===== config.mk =====
export PLATFORM = sky130hd
export DESIGN_NAME = round_robin_task_scheduler_top
export DESIGN_NICKNAME = d
export VERILOG_FILES = /design/src/hw/rtl/rrts_pkg.sv /design/src/hw/rtl/rrts_ctrl.sv /design/src/hw/rtl/rrts_dp.sv /design/src/hw/rtl/round_robin_task_scheduler_top.sv
export SDC_FILE = /design/constraint.sdc
export NUM_CORES = 1
export LEC_CHECK = 0
export BUFFER_PORTS_ARGS = -buffer_cell sky130_fd_sc_hd__buf_2
export CAP_MARGIN = 20
export CORE_AREA = 2 2 167 169
export CTS_BUF_LIST = sky130_fd_sc_hd__clkbuf_8
export CTS_CLUSTER_SIZE = 30
export DETAILED_ROUTE_END_ITERATION = 7
export DIE_AREA = 0 0 169 171
export PLACE_DENSITY = 0.64
export SLEW_MARGIN = 20
export SYNTH_ARGS = -nofsm -noshare
export SYNTH_HDL_FRONTEND = slang
export SYNTH_SLANG_ARGS = --single-unit

===== constraint.sdc =====
create_clock -name clock -period 4.85 [get_ports clock]
set_clock_uncertainty 0.05 [all_clocks]
set_input_delay 0.7275 -clock clock [delete_from_list [all_inputs] [get_ports clock]]
set_output_delay 0.7275 -clock clock [all_outputs]
set_load 0.05 [all_outputs]

===== src/hw/rtl/rrts_pkg.sv =====
// Shared types and constants for the round-robin task scheduler.
`timescale 1ns / 1ps

package rrts_pkg;

   localparam int NUM_TASKS_DEF = 8;

   localparam int IDX_W     = 3;
   localparam int TIME8_W   = 8;
   localparam int NOW_W     = 16;
   localparam int SLICE_W   = 8;
   localparam int REQ_DATA_W = 24;
   localparam int RSP_DATA_W = 24;
   // wide enough to hold any table depth in range for index checks
   localparam int IDX_CMP_W = 6;

   localparam logic [SLICE_W-1:0] QUANTUM_RESET = 8'd2;
   localparam logic [NOW_W-1:0]   TIME_MAX      = 16'hFFFF;
   localparam logic [SLICE_W-1:0] SLICE_MAX     = 8'hFF;

   // request kind carried on req_tuser
   localparam logic REQ_LOAD = 1'b0;
   localparam logic REQ_TICK = 1'b1;

   typedef struct packed {
      logic load;
      logic tick_start;
      logic rem_rd;
      logic run;
      logic scan_start;
      logic scan_step;
      logic retire;
      logic emit;
   } dp_cmd_type;

   typedef struct packed {
      logic ring_empty;
      logic time_max;
      logic scan_done;
      logic out_free;
   } dp_sts_type;

endpackage


===== src/hw/rtl/rrts_ctrl.sv =====
// Sequencer for the scheduler: steps one request through the datapath.
`timescale 1ns / 1ps

module rrts_ctrl (
   input  logic               clock,
   input  logic               reset,
   input  logic               req_tvalid,
   input  logic               req_tuser,
   output logic               req_tready,
   input  rrts_pkg::dp_sts_type sts,
   output rrts_pkg::dp_cmd_type cmd
);
   import rrts_pkg::*;

   typedef enum logic [5:0] {
      ST_IDLE   = 6'b000001,
      ST_REM_RD = 6'b000010,
      ST_RUN    = 6'b000100,
      ST_SCAN   = 6'b001000,
      ST_RETIRE = 6'b010000,
      ST_DONE   = 6'b100000
   } state_type;

   state_type state_ff, state_in;

   always_comb begin
      state_in = state_ff;
      cmd      = '0;
      unique case (state_ff)
         ST_IDLE: begin
            if (req_tvalid) begin
               if (req_tuser == REQ_LOAD) begin
                  cmd.load = 1'b1;
               end else begin
                  cmd.tick_start = 1'b1;
                  state_in = sts.ring_empty ? ST_RUN : ST_REM_RD;
               end
            end
         end
         ST_REM_RD: begin
            cmd.rem_rd = 1'b1;
            state_in   = ST_RUN;
         end
         ST_RUN: begin
            cmd.run = 1'b1;
            // a saturated clock has no arrivals to look for
            if (sts.time_max) begin
               state_in = ST_RETIRE;
            end else begin
               cmd.scan_start = 1'b1;
               state_in       = ST_SCAN;
            end
         end
         ST_SCAN: begin
            cmd.scan_step = 1'b1;
            if (sts.scan_done) begin
               state_in = ST_RETIRE;
            end
         end
         ST_RETIRE: begin
            cmd.retire = 1'b1;
            state_in   = ST_DONE;
         end
         ST_DONE: begin
            if (sts.out_free) begin
               cmd.emit = 1'b1;
               state_in = ST_IDLE;
            end
         end
         default: begin
            state_in = ST_IDLE;
         end
      endcase
   end

   always_ff @(posedge clock) begin
      if (reset) begin
         state_ff <= ST_IDLE;
      end else begin
         state_ff <= state_in;
      end
   end

   assign req_tready = (state_ff == ST_IDLE);

endmodule


===== src/hw/rtl/rrts_dp.sv =====
// Scheduler datapath: task tables, ready ring, time and slice counters, result register.
`timescale 1ns / 1ps

module rrts_dp #(
   parameter int NUM_TASKS = rrts_pkg::NUM_TASKS_DEF
) (
   input  logic                              clock,
   input  logic                              reset,
   input  rrts_pkg::dp_cmd_type              cmd,
   output rrts_pkg::dp_sts_type              sts,
   input  logic [rrts_pkg::IDX_W-1:0]        task_index,
   input  logic [rrts_pkg::TIME8_W-1:0]      arrival_time,
   input  logic [rrts_pkg::TIME8_W-1:0]      service_time,
   input  logic                              csr_wr_en,
   input  logic [rrts_pkg::SLICE_W-1:0]      csr_wr_data,
   output logic                              rsp_tvalid,
   input  logic                              rsp_tready,
   output logic [rrts_pkg::RSP_DATA_W-1:0]   rsp_tdata,
   output logic                              rsp_tuser
);
   import rrts_pkg::*;

   localparam int TW = $clog2(NUM_TASKS);
   localparam int CW = $clog2(NUM_TASKS + 1);
   localparam logic [TW-1:0] LAST_SLOT = TW'(NUM_TASKS - 1);
   localparam logic [CW-1:0] FULL_CNT  = CW'(NUM_TASKS);

   // memories
   logic [TIME8_W-1:0] arrival_mem [NUM_TASKS];
   logic [TIME8_W-1:0] rem_mem     [NUM_TASKS];
   logic [TW-1:0]      ring_mem    [NUM_TASKS];
   logic [NUM_TASKS-1:0] rem_vld_ff;

   logic [TIME8_W-1:0] arr_q, rem_q;
   logic               rem_vld_q;
   logic [TW-1:0]      ring_q;

   // control registers
   logic [TW-1:0]      head_ff, head_in, tail_ff, tail_in;
   logic [CW-1:0]      count_ff, count_in;
   logic [SLICE_W-1:0] slice_ff, slice_in;
   logic [NOW_W-1:0]   now_ff, now_in;
   logic [SLICE_W-1:0] quantum_ff;
   logic [CW-1:0]      scan_idx_ff;
   logic               scan_pend_ff;
   logic               rsp_valid_ff;

   // per-request payload registers
   logic [TW-1:0]      head_task_ff;
   logic [TW-1:0]      chk_idx_ff;
   logic               ran_ff, fin_ff;
   logic [NOW_W-1:0]   slot_time_ff;
   logic [IDX_W-1:0]   out_task_ff;
   logic               out_idle_ff, out_fin_ff;
   logic [NOW_W-1:0]   out_time_ff;

   logic [TW-1:0]      rd_addr, rem_wr_addr, load_addr, push_val;
   logic [TIME8_W-1:0] rem_wr_data, rem_cur, rem_dec;
   logic               rem_wr_en, idx_ok, push_en, pop_en, push_ok;
   logic               scan_issue, scan_hit, rotate;
   logic [SLICE_W-1:0] q_eff;

   assign idx_ok    = IDX_CMP_W'(task_index) < IDX_CMP_W'(NUM_TASKS);
   assign load_addr = TW'(task_index);
   assign rd_addr   = cmd.rem_rd ? ring_q : scan_idx_ff[TW-1:0];
   assign rem_cur   = rem_vld_q ? rem_q : '0;
   assign rem_dec   = rem_cur - {{(TIME8_W-1){1'b0}}, |rem_cur};
   assign q_eff     = (quantum_ff == '0) ? {{(SLICE_W-1){1'b0}}, 1'b1} : quantum_ff;

   assign scan_issue = cmd.scan_step && (scan_idx_ff != FULL_CNT);
   assign scan_hit   = cmd.scan_step && scan_pend_ff
                       && ({{(NOW_W-TIME8_W){1'b0}}, arr_q} == now_ff)
                       && (rem_cur != '0);
   assign rotate     = cmd.retire && ran_ff && !fin_ff && (slice_ff >= q_eff);

   always_comb begin
      rem_wr_en   = 1'b0;
      rem_wr_addr = load_addr;
      rem_wr_data = service_time;
      if (cmd.load && idx_ok) begin
         rem_wr_en = 1'b1;
      end else if (cmd.run && ran_ff) begin
         rem_wr_en   = 1'b1;
         rem_wr_addr = head_task_ff;
         rem_wr_data = rem_dec;
      end
   end

   // push sources never coincide: load, arrival scan and rotation sit in separate states
   always_comb begin
      push_en  = 1'b0;
      push_val = load_addr;
      if (cmd.load) begin
         push_en = idx_ok && (arrival_time == '0) && (service_time != '0);
      end else if (scan_hit) begin
         push_en  = 1'b1;
         push_val = chk_idx_ff;
      end else if (rotate) begin
         push_en  = 1'b1;
         push_val = head_task_ff;
      end
   end

   assign pop_en  = cmd.retire && ran_ff && (fin_ff || rotate) && (count_ff != '0);
   assign push_ok = push_en && ((count_ff != FULL_CNT) || pop_en);

   always_comb begin
      head_in  = head_ff;
      tail_in  = tail_ff;
      count_in = count_ff;
      if (pop_en) begin
         head_in = (head_ff == LAST_SLOT) ? '0 : head_ff + 1'b1;
      end
      if (push_ok) begin
         tail_in = (tail_ff == LAST_SLOT) ? '0 : tail_ff + 1'b1;
      end
      unique case ({push_ok, pop_en})
         2'b10:   count_in = count_ff + 1'b1;
         2'b01:   count_in = count_ff - 1'b1;
         default: count_in = count_ff;
      endcase
   end

   always_comb begin
      slice_in = slice_ff;
      if (cmd.run && ran_ff && (slice_ff != SLICE_MAX)) begin
         slice_in = slice_ff + 1'b1;
      end else if (cmd.retire && ran_ff && (fin_ff || rotate)) begin
         slice_in = '0;
      end
   end

   assign now_in = (cmd.run && (now_ff != TIME_MAX)) ? now_ff + 1'b1 : now_ff;

   always_ff @(posedge clock) begin
      if (reset) begin
         head_ff      <= '0;
         tail_ff      <= '0;
         count_ff     <= '0;
         slice_ff     <= '0;
         now_ff       <= '0;
         quantum_ff   <= QUANTUM_RESET;
         rem_vld_ff   <= '0;
         scan_idx_ff  <= '0;
         scan_pend_ff <= 1'b0;
         rsp_valid_ff <= 1'b0;
      end else begin
         head_ff  <= head_in;
         tail_ff  <= tail_in;
         count_ff <= count_in;
         slice_ff <= slice_in;
         now_ff   <= now_in;
         if (csr_wr_en) begin
            quantum_ff <= csr_wr_data;
         end
         if (rem_wr_en) begin
            rem_vld_ff[rem_wr_addr] <= 1'b1;
         end
         if (cmd.scan_start) begin
            scan_idx_ff  <= '0;
            scan_pend_ff <= 1'b0;
         end else if (cmd.scan_step) begin
            scan_pend_ff <= scan_issue;
            if (scan_issue) begin
               scan_idx_ff <= scan_idx_ff + 1'b1;
            end
         end
         if (cmd.emit) begin
            rsp_valid_ff <= 1'b1;
         end else if (rsp_tready) begin
            rsp_valid_ff <= 1'b0;
         end
      end
   end

   // memory ports, read data registered
   always_ff @(posedge clock) begin
      if (cmd.load && idx_ok) begin
         arrival_mem[load_addr] <= arrival_time;
      end
      if (rem_wr_en) begin
         rem_mem[rem_wr_addr] <= rem_wr_data;
      end
      if (push_ok) begin
         ring_mem[tail_ff] <= push_val;
      end
      arr_q     <= arrival_mem[rd_addr];
      rem_q     <= rem_mem[rd_addr];
      rem_vld_q <= rem_vld_ff[rd_addr];
      ring_q    <= ring_mem[head_ff];
   end

   always_ff @(posedge clock) begin
      if (cmd.tick_start) begin
         slot_time_ff <= now_ff;
         ran_ff       <= (count_ff != '0);
      end
      if (cmd.rem_rd) begin
         head_task_ff <= ring_q;
      end
      if (cmd.run) begin
         fin_ff <= ran_ff && (rem_dec == '0);
      end
      if (scan_issue) begin
         chk_idx_ff <= scan_idx_ff[TW-1:0];
      end
      if (cmd.emit) begin
         out_task_ff <= ran_ff ? IDX_W'(head_task_ff) : '0;
         out_idle_ff <= !ran_ff;
         out_fin_ff  <= fin_ff;
         out_time_ff <= slot_time_ff;
      end
   end

   assign sts.ring_empty = (count_ff == '0);
   assign sts.time_max   = (now_ff == TIME_MAX);
   assign sts.scan_done  = (scan_idx_ff == FULL_CNT) && !scan_pend_ff;
   assign sts.out_free   = !rsp_valid_ff || rsp_tready;

   assign rsp_tvalid = rsp_valid_ff;
   assign rsp_tuser  = out_idle_ff;
   assign rsp_tdata  = {{(RSP_DATA_W-IDX_W-1-NOW_W){1'b0}}, out_time_ff, out_fin_ff, out_task_ff};

endmodule


===== src/hw/rtl/round_robin_task_scheduler_top.sv =====
// Flow: a load is taken while idle; a tick passes through a remaining-service read (skipped
// with an empty queue), run, an arrival scan of every slot (skipped once the clock saturates),
// retire and done, registering its result once the output is free. Throughput: one request
// at a time; loads every cycle; a tick blocks until done, longer while rsp_tready is low.
// Reset: synchronous, active high; clears queue, counters, remaining-service valid bits,
// and sets the quantum to 2.
`timescale 1ns / 1ps

module round_robin_task_scheduler_top #(
   parameter int NUM_TASKS = rrts_pkg::NUM_TASKS_DEF
) (
   input  logic                              clock,
   input  logic                              reset,
   input  logic                              req_tvalid,
   output logic                              req_tready,
   // [2:0] task_index, [10:3] arrival_time, [18:11] service_time, [23:19] zero
   input  logic [rrts_pkg::REQ_DATA_W-1:0]   req_tdata,
   // [0] req_type
   input  logic                              req_tuser,
   output logic                              rsp_tvalid,
   input  logic                              rsp_tready,
   // [2:0] slot_task, [3] task_finished, [19:4] slot_time, [23:20] zero
   output logic [rrts_pkg::RSP_DATA_W-1:0]   rsp_tdata,
   // [0] idle
   output logic                              rsp_tuser,
   input  logic                              csr_wr_en,
   input  logic [rrts_pkg::SLICE_W-1:0]      csr_wr_data
);
   import rrts_pkg::*;

   dp_cmd_type cmd;
   dp_sts_type sts;

   logic [IDX_W-1:0]   task_index;
   logic [TIME8_W-1:0] arrival_time, service_time;

   assign task_index   = req_tdata[IDX_W-1:0];
   assign arrival_time = req_tdata[IDX_W +: TIME8_W];
   assign service_time = req_tdata[IDX_W+TIME8_W +: TIME8_W];

   rrts_ctrl u_ctrl (
      .clock      (clock),
      .reset      (reset),
      .req_tvalid (req_tvalid),
      .req_tuser  (req_tuser),
      .req_tready (req_tready),
      .sts        (sts),
      .cmd        (cmd)
   );

   rrts_dp #(
      .NUM_TASKS (NUM_TASKS)
   ) u_dp (
      .clock        (clock),
      .reset        (reset),
      .cmd          (cmd),
      .sts          (sts),
      .task_index   (task_index),
      .arrival_time (arrival_time),
      .service_time (service_time),
      .csr_wr_en    (csr_wr_en),
      .csr_wr_data  (csr_wr_data),
      .rsp_tvalid   (rsp_tvalid),
      .rsp_tready   (rsp_tready),
      .rsp_tdata    (rsp_tdata),
      .rsp_tuser    (rsp_tuser)
   );

endmodule

# == After elaboration in Yosys (flattened, before gate mapping) ==
# Memory sizes are Yosys's and may differ from the RTL's. A register that Yosys moved wholly into a read port is not among the register bits.
# Index checks and enable logic that the tools add are counted.
# Widths: inputs -> output; s select.
# op_classes
n_addsub,8
mul,0
div_mod_pow,0
order_cmp,4
n_eq_ne,21
shift,0
n_mux,50
n_bitwise,1
n_reduce_logical,38
# ops
op,count
$mux 8,6
$pmux 6 s6,1
$mux 3,9
$logic_not 8->1,3
$mux 6,4
$mux 1,23
$logic_and 1x1->1,17
$add 16x1->16 const B,1
$eq 16x16->1 const B,1
$eq 8x16->1,1
$ne 16x16->1 const B,1
$reduce_bool 8->1,2
$add 4x1->4 const B,2
$add 8x1->8 const B,1
$ge 8x8->1,1
$lt 3x4->1 const B,2
$ne 4x4->1 const B,2
$ne 8x8->1 const B,1
$or 8x8->8,1
$pmux 4 s2,1
$reduce_or 8->1,1
$sub 8x1->8,1
$add 3x1->3 const B,2
$eq 3x3->1 const B,2
other kinds (25),36
# totals
register_bits,108
latch_bits,0
mem_bits_rw,152
rom_bits,0
in_bits,38
output_inout_bits,27
elab_cells,146
n_memories,3
# memory_table
name,depth,width,read_ports,rd_ports_with_merged_regs,write_ports,line_no,source
u_dp.arrival_mem,8,8,1,1,1,rrts_dp.sv:29,logic [TIME8_W-1:0] arrival_mem [NUM_TASKS];
u_dp.rem_mem,8,8,1,1,1,rrts_dp.sv:30,logic [TIME8_W-1:0] rem_mem [NUM_TASKS];
u_dp.ring_mem,8,3,1,1,1,rrts_dp.sv:31,logic [TW-1:0] ring_mem [NUM_TASKS];

# == Logic depth before layout (Yosys ltp) ==
# Gate-level depths: netlist (run 1).
# depth
depth_word,12
ltp_mapped,15
mapped_depth_nobuf,15

# == Modules after synthesis ==
# Synthesis (run 1) repeated with hierarchy kept, for this count alone.
# hier_totals
cells_unflattened,807
hier_area_um2,11557.3
# modules_own_cells
module,n_inst,cells_each,area_each_um2
rrts_dp,1,754,11157.0
rrts_ctrl,1,53,400.4

# == Worst setup path after synthesis (run 1) ==
# Ideal clock, no wire load.
# synth_timing
path_type,reg2reg
from,reg u_dp.quantum_ff[3]
to,reg u_dp.count_ff[2]
setup_ns,0.070
t_arrival_ns,3.423
t_required_ns,4.730
slack_ns,1.307
stages_incl_launch_ff,16
period_less_slack_ns,3.543
cell_sequence,dfxtp_1 nor4_1 a41o_1 ha_1 nand2b_1 a2111oi_0 o311ai_0 a21o_1 nand2_2 ha_1 xor2_1 ha_1 a21oi_1 xor2_1 or3_1 a21oi_1
# synth_via
elab_chain_len,11
word_cells_on_any_way,16
cone_classes,order compare (1); eq/ne (2); mux (5); reduce/logical (8)
# synth_rtl
item,line_no,source
from (decl),rrts_dp.sv:43,logic [SLICE_W-1:0] quantum_ff;
from (signal assigned),rrts_dp.sv:154,quantum_ff <= csr_wr_data;
$logic_not 8->1,rrts_dp.sv:68,"assign q_eff = (quantum_ff == '0) ? {{(SLICE_W-1){1'b0}}, 1'b1} : quantum_ff;"
$mux 8 (*),rrts_dp.sv:68,
$ge 8x8->1 (*),rrts_dp.sv:74,assign rotate = cmd.retire && ran_ff && !fin_ff && (slice_ff >= q_eff);
$logic_and 1x1->1 (*),rrts_dp.sv:74,
branches (longest 7 deep; another with $pmux 4 s2),-,
to (signal assigned),rrts_dp.sv:150,count_ff <= count_in;
to (decl),rrts_dp.sv:40,"logic [CW-1:0] count_ff, count_in;"
# Every way passes the cells marked *.
# A chain may end at the register's enable or synchronous reset.

# == Worst setup path after layout (run 1) ==
# Ends and elaborated chain as after synthesis.

==> results of run 1 <==
cell families after synthesis:
family,after synthesis
buffers and inverters,51
flip-flops,279
AND/OR/NAND/NOR,234
multiplexers,77
AO/OA/AOI/OAI,95
adder cells (fa/ha/maj),21
other,1
XOR/XNOR,28
tightest hold or removal path, cell delays in order:
cell     delay, ps
buf_2           80
mux2i_1         50
nor2_1          70
metrics by stage:
step	worst slack, ps	hold slack, ps	cells	utilization (%)
after CTS	729	333	1260	48.8
after detailed placement	748	356	1175	44.8
final	701	370	1260	48.8
after global placement	808	354	1175	44.8
after global routing	323	368	1260	48.8
after floorplan	1310	350	789	-
sequential cells by signal, summed over array words and instances, names as in the netlist, 8 cells and up:
register	cells
u_dp.arrival_mem	64
u_dp.rem_mem	64
u_dp.ring_mem	24
u_dp.now_ff	16
u_dp.out_time_ff	16
u_dp.slot_time_ff	16
u_dp.arr_q	8
u_dp.quantum_ff	8
u_dp.rem_q	8
u_dp.rem_vld_ff	8
u_dp.slice_ff	8
area by class of cell:
cell class	instances	area (µm²)	area share, %
Inverter	21	78.8	0.591
Clock buffer	60	826	6.20
Sequential cell	279	7560	56.7
Clock inverter	25	267	2.00
Multi-Input combinational cell	459	3780	28.4
Tap cell	346	433	3.25
Timing Repair Buffer	70	388	2.91
path summary, 6_finish.rpt:
check | startpoint | to | slack (ps) | depth (start not counted)
worst min register to register | u_dp.slot_time_ff[7]$_DFFE_PP_ | u_dp.out_time_ff[7]$_DFFE_PP_ | 370 | 0
worst max-delay path | u_dp.quantum_ff[3]$_SDFFE_PP0P_ | u_dp.count_ff[2]$_SDFFE_PP0P_ | 700 | 15
worst min-delay path | csr_wr_data[6] | u_dp.quantum_ff[6]$_SDFFE_PP0P_ | 370 | 3
worst max register to register | u_dp.quantum_ff[3]$_SDFFE_PP0P_ | u_dp.count_ff[2]$_SDFFE_PP0P_ | 700 | 15
cells in the final DEF (no fill, tap or decap), types with 5 or more instances in the layout:
cell type and n:
nor2b_1 6, a21oi_1 26, dfxtp_1 82, a31oi_1 5
nand2b_1 7, edfxtp_1 197, or3_1 6, clkinv_2 7
nand3_1 12, xor2_1 15, buf_2 55, clkbuf_8 60
mux2_2 24, mux4_2 12, nand4_1 13, mux4_1 28
buf_4 15, xnor2_1 13, o21ai_0 18, nor3_1 15
mux2i_1 10, ha_1 21, nand2_1 50, inv_1 27
bufinv_16 6, o21a_1 7, nor2_1 71, nor4_1 19
routing by layer:
metal / routed length [µm] / part of all wire (%)
met3: 897 / 3.9
met4: 584 / 2.6
met5: 30 / 0.13
met2: 10800 / 47
met1: 10500 / 46
power breakdown:
group          switching (mW)  total, mW  internal, mW  leakage, nW
Clock                   0.931       2.36          1.43        0.586
Sequential             0.0367       2.68          2.64         2.46
Combinational           0.234      0.349         0.115         1.76
Total                    1.20       5.39          4.19         4.81
==> results.md, run 1 <==
* Outcome: completed
* FFs w/ async S/R, synth at 0%
* Post-CTS Hold Buffers at 0
* Number of global-route vias before repair at 6778
* Slew @ Worst Pin at 1110 ps
* Clock tree root driver cell: clkbuf_8
* Critical-path cell with the highest stage delay: a2111oi_0
* RSZ-0062 raised after global routing: false
* Post-DP Area at 0.0122 mm²
* Final net count at 936
* Setup tns final at 0 ps
* Met2 global-route usage at 26.3%
* Total leakage power at approximately 4.8 nW
* Drt initial violations at 369
* First-pass GRT wire length at 36.2 mm
* Most instantiated cells after synthesis: 197 x edfxtp_1, 82 x dfxtp_1, 71 x nor2_1
* Min cycle time layout at 4150 ps
* Setup crit end kind: flop
* CTS Buf Count at 46
* Avg Synthesized Cell Area at 14.7 µm²
* #FFs+latches synth at 279
* Die Height at 171 µm
* Post-synth EDFFs at 197
* Gr busiest metal: met2
* Gr usage total at 16.1%
* CTS H-tree depth at 2
* Routed WL per cell at 18.1 µm
* Yosys top cell by area: edfxtp_1
* Layout cells sized above 1 at about a fifth
* WP buf/inv at 0
* Final Power at 5.39 mW
* CP Cell Sequence: nor4_1 -> a41o_1 -> ha_1 -> nand2b_1 -> a2111oi_0 -> o311ai_0 -> a21o_1 -> nand2_2 -> ha_1 -> xor2_1 -> ha_1 -> a21oi_1 -> xor2_1 -> or3_1 -> a21oi_1
* Area grow syn2layout at 15.4%
* Simple-gate area share of the yosys netlist at 10.2%
* Max-slew headroom at 24.8%
* Ranking of synthesized cells by area: edfxtp_1 51%, dfxtp_1 14%, mux4_1 6.4%
* TritonCTS Sinks at 279
* Data arrival time of the worst path at 4560 ps
* Grt met3 use at 3.19%
* Row count at 61
* Core box area at approximately 0.027 mm²
* CTS tree: yes
* Final Hold Vio Count at 0
* Count leader, synth: edfxtp_1
* Placer congestion estimate at 0.804
* Filler Cells Inserted at approximately 2400
* CP dominant cell by count: ha_1
* Syn Inst Count at 786
* Fin crit share at 85.5%
* Via density at 5.38
* Post-synthesis sequential area ratio at 65.5%
* Pin count of the biggest net entering global routing at 52
* Die area at slightly below 0.03 mm²
* Fmax at 0.241 GHz
* Clock slew at reported path FFs at around 60 ps
* CP Data Required Time at 5260 ps
* Dpl hpwl at 15.0 mm
* Antenna diode count at 0
* YS warnings at 0
* Max-capacitance violation count at 0
* Post-CTS setup buffer count at 0
* Ys flop type: edfxtp_1
* CP Max Fanout at 10
* Drt drc at 0
* Largest family of logic cells by synthesized area: multiplexers
* Hold crit path type: input port to flop
* Pre-Repair DR Iteration Count at 5
* Routed WL at 22.8 mm
* Final Cell Area at 0.0133 mm²
* Synth Area in Compound Gates at 5.41%
* Share of the synthesized area in the top cell type at 51.2%
* Grt met1 use at 21.4%
* Setup Viol. Count Final at 0
* Final Max Tran Viols at 0
* Clk buf depth at 3
* Total grt overflow at 0
* Pwr dens at 405 mW/mm²
* Post-synthesis xor/xnor area fraction at 2.12%
* Die Wd at 169 µm
* Vias at 6774
* Post-CTS resize count at 0
* Crit path max-delay family: compound AO/OA/AOI/OAI gates
* Synthesized area at 0.0115 mm²
* Post-synthesis mux area share at 12.4%
* Initial antenna violation count at 2
* Starting density of the core at 42.3%
* Worst vdd rail ir drop at ~0.23 mV
* Final ANT Viol Nets at 0
* Crit Path Category: flop to flop
* Num ports at 65
* Unique cell type count in the Yosys netlist at 69
* Port bufs at 55
* CP max stage delay at 530 ps
* Worst-skew pair later-pin latency at approximately 550 ps
* Setup crit start kind: flop
* Synth Area in Adders at 2.28%
Power figures use the tool's default switching activity.
==> run 2, diff against run 1 <==
--- a/config.mk
+++ b/config.mk
@@ -5,13 +5,14 @@
 export SDC_FILE = /design/constraint.sdc
 export NUM_CORES = 1
 export LEC_CHECK = 0
+export ABC_AREA = 1
 export BUFFER_PORTS_ARGS = -buffer_cell sky130_fd_sc_hd__buf_2
 export CAP_MARGIN = 20
-export CORE_AREA = 2 2 167 169
+export CORE_AREA = 2 2 122 242
 export CTS_BUF_LIST = sky130_fd_sc_hd__clkbuf_8
 export CTS_CLUSTER_SIZE = 30
 export DETAILED_ROUTE_END_ITERATION = 7
-export DIE_AREA = 0 0 169 171
+export DIE_AREA = 0 0 124 244
 export PLACE_DENSITY = 0.64
 export SLEW_MARGIN = 20
 export SYNTH_ARGS = -nofsm -noshare
==> results.md, run 2 <==
* CTS H-tree depth at 2 (unchanged)
* Fin crit share at 67.7% (was 85.5%)
* Ys flop type: edfxtp_1 (unchanged)
* Via density at 5.09 (was 5.38)
* Outcome: completed (unchanged)
* Core box area at 0.0283 mm² (was 0.0273 mm²)
* CP Max Fanout at 6 (was 10)
* CTS Buf Count at 38 (was 46)
* Drt drc at 0 (unchanged)
* CTS tree: yes (unchanged)
* Max-slew headroom at 29.2% (was 24.8%)
* Row count at 87 (was 61)
* Post-synthesis sequential area ratio at 62.9% (was 65.5%)
* Top flop regs: u_dp.arrival_mem x64, u_dp.rem_mem x64, u_dp.ring_mem x24 (unchanged)
* Final std cells w/o fill at 1648 (was 1260)
* Unique cell type count in the Yosys netlist at 40 (was 69)
* Clk buf depth at 3 (unchanged)
* Yosys top cell by area: edfxtp_1 (unchanged)
* Placed insts at 1574 (was 1175)
* Post-synth EDFFs at 197 (unchanged)
* First-pass GRT wire length at 41.5 mm (was 36.2 mm)
* Slew @ Worst Pin at 1060 ps (was 1110 ps)
* Synthesized area at 0.0120 mm² (was 0.0115 mm²)
* Initial antenna violation count at 4 (was 2)
* Avg Synthesized Cell Area at 10.1 µm² (was 14.7 µm²)
* Post-CTS Hold Buffers at 0 (unchanged)
* Gr usage total at 18.0% (was 16.1%)
* Min cycle time layout at 3280 ps (was 4150 ps)
* Most frequent cells in the layout: 213 x nand2_1, 197 x edfxtp_1, 182 x inv_1 (was 197 x edfxtp_1, 82 x dfxtp_1, 71 x nor2_1)
* CP max stage delay at 350 ps (was 530 ps)
* Final net count at 1319 (was 936)
* Final Max Tran Viols at 0 (unchanged)
* Routed WL at 26.5 mm (was 22.8 mm)
* Share of the synthesized area in the top cell type at 49.3% (was 51.2%)
* Total leakage power at 5.44 nW (was 4.81 nW)
* TritonCTS Sinks at 279 (unchanged)
* Starting density of the core at 42.4% (was 42.3%)
* Setup Viol. Count Final at 0 (unchanged)
* #FFs+latches synth at 279 (unchanged)
* CP Data Required Time at 5210 ps (was 5260 ps)
* WP buf/inv at 1 (was 0)
* Num ports at 65 (unchanged)
* Post-CTS resize count at 0 (unchanged)
* Layout cells sized above 1 at 11.0% (was 21.2%)
* Total grt overflow at 0 (unchanged)
* Syn Inst Count at 1189 (was 786)
* Critical-path cell with the highest stage delay: nor4_1 (was a2111oi_0)
* Crit Path Category: flop to flop (unchanged)
* Setup tns final at 0 ps (unchanged)
* Most instantiated cells after synthesis: 213 x nand2_1, 197 x edfxtp_1, 173 x inv_1 (was 197 x edfxtp_1, 82 x dfxtp_1, 71 x nor2_1)
* Data arrival time of the worst path at 3640 ps (was 4560 ps)
* Clock tree root driver cell: clkbuf_8 (unchanged)
* Die area at 0.0303 mm² (was 0.0289 mm²)
* Worst-skew pair later-pin latency at 540 ps (was 550 ps)
* Port bufs at 55 (unchanged)
* Worst vdd rail ir drop at 0.129 mV (was 0.228 mV)
* Crit path max-delay family: simple AND/OR/NAND/NOR gates (was compound AO/OA/AOI/OAI gates)
* Setup crit end kind: flop (unchanged)
* Routed WL per cell at 16.1 µm (was 18.1 µm)
* Placer congestion estimate at 0.843 (was 0.804)
* Clock slew at reported path FFs at 60 ps (about the same)
* Final Hold Vio Count at 0 (unchanged)
* Count leader, synth: nand2_1 (was edfxtp_1)
* Die Height at 244 µm (was 171 µm)
* Vias at 8387 (was 6774)
* Final ANT Viol Nets at 0 (unchanged)
* Drt initial violations at 392 (was 369)
* Filler Cells Inserted at 2640 (was 2370)
* Pin count of the biggest net entering global routing at 68 (was 52)
* Dpl hpwl at 18.9 mm (was 15.0 mm)
* Ranking of synthesized cells by area: edfxtp_1 49%, dfxtp_1 14%, nand2_1 6.7% (was edfxtp_1 51%, dfxtp_1 14%, mux4_1 6.4%)
* RSZ-0062 raised after global routing: false (unchanged)
* FFs w/ async S/R, synth at 0% (unchanged)
* Die Wd at 124 µm (was 169 µm)
* Hold crit path type: flop to flop (was input port to flop)
* YS warnings at 0 (unchanged)
* CP dominant cell by count: nand2_1 (was ha_1)
* Post-CTS setup buffer count at 0 (unchanged)
* CP Cell Sequence: nor4_1 -> a41o_1 -> ha_1 -> inv_1 -> nand2_1 -> nand2_1 -> nand2_1 -> nand2_1 -> nand2_1 -> nand3_1 -> nand2_1 -> nand3_1 -> nand2_1 -> ha_1 -> xor2_1 -> nand3_1 -> a21oi_1 -> o21ai_0 -> o21ai_0 -> a21oi_1 (was nor4_1 -> a41o_1 -> ha_1 -> nand2b_1 -> a2111oi_0 -> o311ai_0 -> a21o_1 -> nand2_2 -> ha_1 -> xor2_1 -> ha_1 -> a21oi_1 -> xor2_1 -> or3_1 -> a21oi_1)
* Area grow syn2layout at 12.5% (was 15.4%)
* Pwr dens at 355 mW/mm² (was 405 mW/mm²)
* Fmax at 0.305 GHz (was 0.241 GHz)
* Number of global-route vias before repair at 8356 (was 6778)
* Pre-Repair DR Iteration Count at 5 (unchanged)
* Commonest non-fill, non-tap cell in the layout: nand2_1 (was edfxtp_1)
* Max-capacitance violation count at 0 (unchanged)
* Setup crit start kind: flop (unchanged)
[run 2: cell count changes in the layout (fill, tap and decap cells not counted), moves of 10 or more]
cell and delta:
a21oi_1 +24, and2_1 +13, clkbuf_8 -16, inv_1 +155
mux2_2 -24, mux2i_1 -10, mux4_1 -28, mux4_2 -12
nand2_1 +163, nand3_1 +57, nor2_1 +29, nor4_1 -14
o211ai_1 +69, o21ai_0 +40
[run 2: cell type report]
class	instances	area, µm²	share of cell area [%]
repair buffers	68	405	3.00
multi-input cells	696	3640	26.9
flip-flops and latches	279	7560	55.9
clock buffers	44	606	4.48
inverters	177	664	4.92
clock inverters	26	190	1.41
well taps	356	445	3.30
diodes	2	5.00	0.0370
[run 2: cell families (layout without fill, tap and decap cells)]
family | count (synthesis) | after routing | share of synthesized area, %
compound gates | 202 | 202 | 10.4
other cells | 1 | 6 | 0.0312
fa+ha+maj | 21 | 21 | 2.19
simple gates | 455 | 455 | 16.4
xor+xnor | 14 | 14 | 1.02
flops | 279 | 279 | 62.9
buf+inv | 217 | 315 | 7.08
[run 2: routing by layer]
layer  GRT usage (%)  wire (µm)
met2            35.4      15100
met4            10.3       1430
met3            3.10       1060
met5               0         26
met1            16.3       8850
[run 2: through the flow]
step | util, % | total power [mW] | setup slack [ps] | hold slack, ps | area [µm²]
global placement | 44.8 | 2.99 | 1640 | 352 | 12700
floorplan | - | 2.89 | 2170 | 350 | 12000
finish | 47.7 | 4.79 | 1570 | 368 | 13500
global route | 47.7 | 4.98 | 1230 | 362 | 13500
detailed placement | 44.8 | 3.00 | 1570 | 355 | 12700
CTS | 47.6 | 4.85 | 1550 | 336 | 13500
[run 2: report_power, final]
part / internal, mW / switching, mW / total [mW]
sequential: 2.62 / 0.0267 / 2.64
clock: 0.994 / 0.850 / 1.84
combinational: 0.0834 / 0.223 / 0.306
total: 3.69 / 1.10 / 4.79
[run 2: path summary, 6_finish.rpt]
path,start,to,slack (ps),cells past startpoint
worst max-delay path,u_dp.quantum_ff[1]$_SDFFE_PP1P_,u_dp.count_ff[3]$_SDFFE_PP0P_,1570,20
worst min-delay path,u_dp.slot_time_ff[14]$_DFFE_PP_,u_dp.out_time_ff[14]$_DFFE_PP_,370,0
worst max register to register,u_dp.quantum_ff[1]$_SDFFE_PP1P_,u_dp.count_ff[3]$_SDFFE_PP0P_,1570,20
worst min register to register,u_dp.slot_time_ff[14]$_DFFE_PP_,u_dp.out_time_ff[14]$_DFFE_PP_,370,0
